`src/sv/nnr_div.sv`:
```
// ----------------------------------------------------------------------------
// nnr_div
// Restoring unsigned divider, one quotient bit per cycle.
// ----------------------------------------------------------------------------
module nnr_div #(
	parameter int NUM_W = 17,
	parameter int DEN_W = 9
) (
	input  logic             clk,
	input  logic             arst_n,
	input  logic             start,
	input  logic [NUM_W-1:0] num,
	input  logic [DEN_W-1:0] den,
	output logic             done,
	output logic [NUM_W-1:0] quo
);

	localparam int CNT_W = $clog2(NUM_W + 1);

	logic             busy_q;
	logic [CNT_W-1:0] cnt_q;
	logic [NUM_W-1:0] num_q;
	logic [DEN_W-1:0] rem_q;
	logic [DEN_W-1:0] den_q;
	logic [DEN_W:0]   rem_sh;
	logic [DEN_W:0]   diff;

	assign rem_sh = {rem_q, num_q[NUM_W-1]};
	assign diff   = rem_sh - {1'b0, den_q};
	assign done   = busy_q && (cnt_q == '0);
	assign quo    = num_q;

	always_ff @(posedge clk or negedge arst_n) begin
		if (!arst_n) begin
			busy_q <= 1'b0;
			cnt_q  <= '0;
		end else if (start) begin
			busy_q <= 1'b1;
			cnt_q  <= CNT_W'(NUM_W);
		end else if (done) begin
			busy_q <= 1'b0;
		end else if (busy_q) begin
			cnt_q <= cnt_q - CNT_W'(1);
		end
	end

	// quotient bits shift into the numerator register as it drains
	always_ff @(posedge clk) begin
		if (start) begin
			num_q <= num;
			den_q <= den;
			rem_q <= '0;
		end else if (busy_q && (cnt_q != '0)) begin
			if (!diff[DEN_W]) begin
				rem_q <= diff[DEN_W-1:0];
				num_q <= {num_q[NUM_W-2:0], 1'b1};
			end else begin
				rem_q <= rem_sh[DEN_W-1:0];
				num_q <= {num_q[NUM_W-2:0], 1'b0};
			end
		end
	end

endmodule

```
`config.mk`:
```
export PLATFORM = sky130hd
export DESIGN_NAME = nnr_div
export DESIGN_NICKNAME = d
export VERILOG_FILES = /design/src/sv/nnr_div.sv
export SDC_FILE = /design/constraint.sdc
export NUM_CORES = 1
export LEC_CHECK = 0
export ABC_AREA = 1
export BUFFER_PORTS_ARGS = -buffer_cell sky130_fd_sc_hd__buf_4
export CORE_MARGIN = 3
export CORE_UTILIZATION = 44
export CTS_CLUSTER_SIZE = 25
export DETAILED_ROUTE_END_ITERATION = 7
export MAX_ROUTING_LAYER = met4
export PLACE_DENSITY = 0.66
export REMOVE_ABC_BUFFERS = 1
export SLEW_MARGIN = 10
export SYNTH_ARGS = -nofsm -noshare
export SYNTH_HDL_FRONTEND = slang
export SYNTH_SLANG_ARGS = --single-unit
```
`constraint.sdc`:
```
create_clock -name clk -period 4.8 [get_ports clk]
set_clock_uncertainty 0.15 [all_clocks]
set_input_delay 0.24 -clock clk [delete_from_list [all_inputs] [get_ports clk]]
set_output_delay 0.24 -clock clk [all_outputs]
set_load 0.03 [all_outputs]
```
* After elaboration in Yosys (flattened, before gate mapping)
Cells that the tools add are included.
W data, S select, Z words.
** Cells by class
- Reduce and logical (&&, ||, !) cells :: 8
- Muxes and demuxes :: 9
- Eq/ne operators :: 1
- Add/subtract/negate cells :: 2
** Operator list (number)
- $mux W17 :: 2
- $mux W5 :: 3
- $sub A10 B9 Y10 :: 1
- $mux W9 :: 1
- $reduce_bool A2 Y1 :: 3
- $logic_not A5 Y1 :: 1
- $reduce_bool A5 Y1 :: 1
- $sub A5 B1 Y5 const B :: 1
- $mux W1 :: 3
- $logic_and A1 B1 Y1 :: 2
- $ne A2 B2 Y1 const B :: 1
- $reduce_and A2 Y1 :: 1
** Storage, ports and cells
- Bits of input ports :: 29
- Output and inout port bits :: 18
- Flip-flop bits (word level) :: 41
- Word-level logic and storage cells :: 25

* Depth between registers and ports, before layout
- Word-level depth :: 4
- Mapped depth :: 14
- Depth with buffers taken out :: 14

* Worst setup path after synthesis
No wires, ideal clock.
- Path type :: reg2reg
- From :: register num_q[16], in the netlist quo[16]
- To :: register rem_q[8]
- Setup slack :: 2.762 ns
- Stages on the path, launching flop included :: 14
- Data required time :: 4.537 ns
- Buffers on the path :: 0
- Data arrival time :: 1.775 ns
- Setup time :: 0.113 ns
- Clock period less this slack :: 2.038 ns
- Path through :: edfxtp_1 > inv_1 > ha_1 > fa_1 > inv_1 > nand2_1 > nand2_1 > nand2_1 > nand3_1 > nand2_1 > inv_1 > nand2_1 > nand3_1 > nand2_1
** On the way
- Cells in the longest elaborated chain, start to end :: 2
** RTL lines
- from (decl) :: RTL line 22 : logic [NUM_W-1:0] num_q;
- from (signal assigned) :: RTL line 50 : num_q <= num;
- from (signal assigned) :: RTL line 56 : num_q <= {num_q[NUM_W-2:0], 1'b1};
- from (signal assigned) :: RTL line 59 : num_q <= {num_q[NUM_W-2:0], 1'b0};
- $sub A10 B9 Y10 :: RTL line 29 : assign diff = rem_sh - {1'b0, den_q};
- $mux W9 :: RTL line 54 : if (!diff[DEN_W]) begin
- to (signal assigned) :: RTL line 55 : rem_q <= diff[DEN_W-1:0];
- to (signal assigned) :: RTL line 58 : rem_q <= rem_sh[DEN_W-1:0];
- to (decl) :: RTL line 23 : logic [DEN_W-1:0] rem_q;
No other way between the ends.
A chain may end at the register's enable or synchronous reset.

* Worst setup path after layout
- From :: register cnt_q[0]
- To :: register num_q[8], in the netlist quo[8] (enable)
** On the way
- Cells in the longest elaborated chain, start to end :: 3
** RTL lines
- from (decl) :: RTL line 21 : logic [CNT_W-1:0] cnt_q;
- from (signal assigned) :: RTL line 39 : cnt_q <= CNT_W'(NUM_W);
- from (signal assigned) :: RTL line 43 : cnt_q <= cnt_q - CNT_W'(1);
- $reduce_bool A5 Y1 :: RTL line 53 : end else if (busy_q && (cnt_q != '0)) begin
- $logic_and A1 B1 Y1 :: RTL line 53
- $reduce_bool A2 Y1 (no line)
No other way between the ends.

==> impl_results.md <==
- Synth area leaders: edfxtp_1 34%, nand2_1 18%, dfxtp_1 7.8%, inv_1 7.1%, dfrtp_1 6.5%
- Syn. warnings: 0
- Slew @ Worst Pin: 0.6804 ns
- Max Fclk: 0.3895 GHz
- Synth Instances: 286
- Initial antenna violation count: 0
- Setup TNS: 0 ns
- Final critical-path required period: 2.567 ns
- Sequential area share after synthesis: 0.4787
- Tot Pwr: 0.001341 W
- Slew Viols, Final: 0
- TritonCTS Sinks: 41
- CP required: 4.57 ns
- Avg WL per Cell: 11.33 um
- Crit share post-route: 0.5348
- Kind of critical path: flip-flop to flip-flop
- Largest fanout on the critical path: 18
- Die Width: 78.63 um
- Critical Path AT: 2.34 ns
- Count of input and output buffers: 46
- Starting density of the core: 0.4726
- RePlAce Congestion: 0.8632
- Max-Cap Viols: 0
- Layout cell share with drive strength beyond 1: 0.1866
- Synth cell types: 27
- Crit-path max cell delay: 0.53 ns
- Cell taking the most area after synthesis: edfxtp_1
- Hold Path Origin: num[2]
- Post-Route WL: 4644 um
- Fin nets: 383
- Critical Path Source Type: flip-flop
- FP Rows: 25
- CTS H-tree depth: 2
- Antenna diodes: 0
- Async SR Flop Fraction: 0.1463
- Post_cts resized: 0
- Final Hold Viols: 0
- Status: completed
- Pwr dens: 464.9 nW/um^2
- I/O pin cnt: 47
- Main synth FF type: edfxtp_1
- Top cell by count, worst path: inv_1
- Syn Std Cell Area: 2321 um^2
- DRT Pass-1 Iters: 4
- Area Overhead vs Synth: 24.31%
- Vias per inst: 4.680
- Worst ir drop on vdd: 225.8 uV
- CP max-delay cell: nor2_1
- Crit-path cells: inv_1 > ha_1 > nand3_1 > nand2_1 > inv_1 > nor2_1 > inv_1
- Reg clk slew, reported paths: 0.07 ns
- Leakage: 1.506 nW
- Post-route ant nets: 0
- Relative slew slack: 0.5447
- Buf/Inv on CP: 3
- Grt ovf: 0
- Max clock buf depth: 2
- Core ar.: 4911 um^2
- First-pass GRT wire length: 8093 um
- GRT Overall Usage: 0.1683
- Final Setup Violations: 0
- Endpoint type of the worst setup path: flip-flop
- Fin Hold WS: 0.07003 ns
- Post-synth EDFFs: 26
- Most frequent cell after synthesis: nand2_1
- RR Startpoint: cnt_q[0]
- Via Count: 1919
- CTS root buf: clkbuf_8
- CTS tree: yes
- Critical Path Start: cnt_q[0]
- Syn_area_per_cell: 8.115 um^2
- Full die area: 6183 um^2
- Detail Placement HPWL: 3441 um
- HP Class: primary input to flip-flop
- DRC Markers: 0
- Largest net degree at the start of global routing: 30
- Synth cell count leaders: 112 x nand2_1, 44 x inv_1, 26 x edfxtp_1
- RSZ-0062 raised after global routing: false
- Pre-CTS WS: 2.171 ns
- Flop-to-flop setup slack: 2.23 ns
- Die Ht: 78.63 um
- Final setup slack of the worst path: 2.233 ns
- Seq cells post-synth: 41
- Cell family with most CP delay: simple AND/OR/NAND/NOR gates
- 1st-iter DRT viols: 85
- Vias in the first global route: 1867
- Worst-skew pair later-pin latency: 0.28 ns
- Yosys top cell area share: 0.3364
- TritonCTS Buffers: 5
## path summary, 6_finish.rpt
| check | end | cells after the start |
|---|---|---|
| setup reg to reg | quo[8] | 7 |
| hold reg to reg | rem_q[4] | 2 |
| hold / removal | quo[2] | 3 |
| max in group asynchronous | cnt_q[0] | 2 |
| min in group asynchronous | busy_q | 2 |
| setup / recovery | quo[8] | 7 |
## routing by layer
layer  vias to the layer above  track usage  wire length, um
met5                         -            -                0
met4                         0      0.04196               15
met3                         2      0.03555              255
met2                        45       0.2674             2087
met1                       854       0.2204             2286
li1                       1018            -                -
## timing repair
action	CTS	global route
hold buffers	10	0
setup endpoints to repair	0	0
endpoints found under the hold margin	15	0
setup buffers	0	0
## state kept, by name (all words and copies together), names as in the netlist
name,flops
den_q,9
busy_q,1
cnt_q,5
quo,17
rem_q,9
## metrics by stage
step,util,std cells,cell area [um^2]
2_1_floorplan,-,279,2275
3_3_place_gp,0.5506,392,2704
3_5_place_dp,0.5506,392,2704
4_1_cts,0.5875,410,2885
5_1_grt,0.5875,410,2885
6_report,0.5875,410,2885
## worst min-delay path: stages
cell,delay [ns]
buf_4,0.07
nand2_1,0.04
nand2_1,0.05
## final cells by class
type                            count  area [um^2]
Clock buffer                        5        68.82
Clock inverter                      3        12.51
Fill cell                         488         2026
Inverter                           44        165.2
Multi-Input combinational cell    194        998.5
Sequential cell                    41         1111
Tap cell                           67        83.83
Timing Repair Buffer               56        445.4
## cells in the final DEF (no fill, tap or decap), types with 3 or more instances in the layout
master | Yosys | routed
ha_1 | 11 | 11
nor2_1 | 9 | 9
nand4_1 | 4 | 4
nand3b_1 | 6 | 6
dlygate4sd3_1 | 0 | 10
o21ai_0 | 3 | 3
dfxtp_1 | 9 | 9
nand2_1 | 112 | 112
nand3_1 | 25 | 25
a21oi_1 | 5 | 5
nand3_2 | 4 | 4
clkbuf_8 | 0 | 5
buf_4 | 1 | 46
nand2_2 | 4 | 4
inv_1 | 44 | 44
edfxtp_1 | 26 | 26
dfrtp_1 | 6 | 6
## power by group
part | internal (W) | switching, W
combinational | 0.000240 | 0.000382
sequential | 0.000457 | 0.0000505
clock | 0.0000979 | 0.000114
## cell families after synthesis
| family | synth area share |
|---|---|
| AND/OR/NAND/NOR | 0.3181 |
| buffers and inverters | 0.09110 |
| flip-flops | 0.4787 |
| AO/OA/AOI/OAI | 0.03289 |
| adder cells (fa/ha/maj) | 0.06792 |
| XOR/XNOR | 0.01132 |
Note: power is estimated with default switching activity, not from simulation.
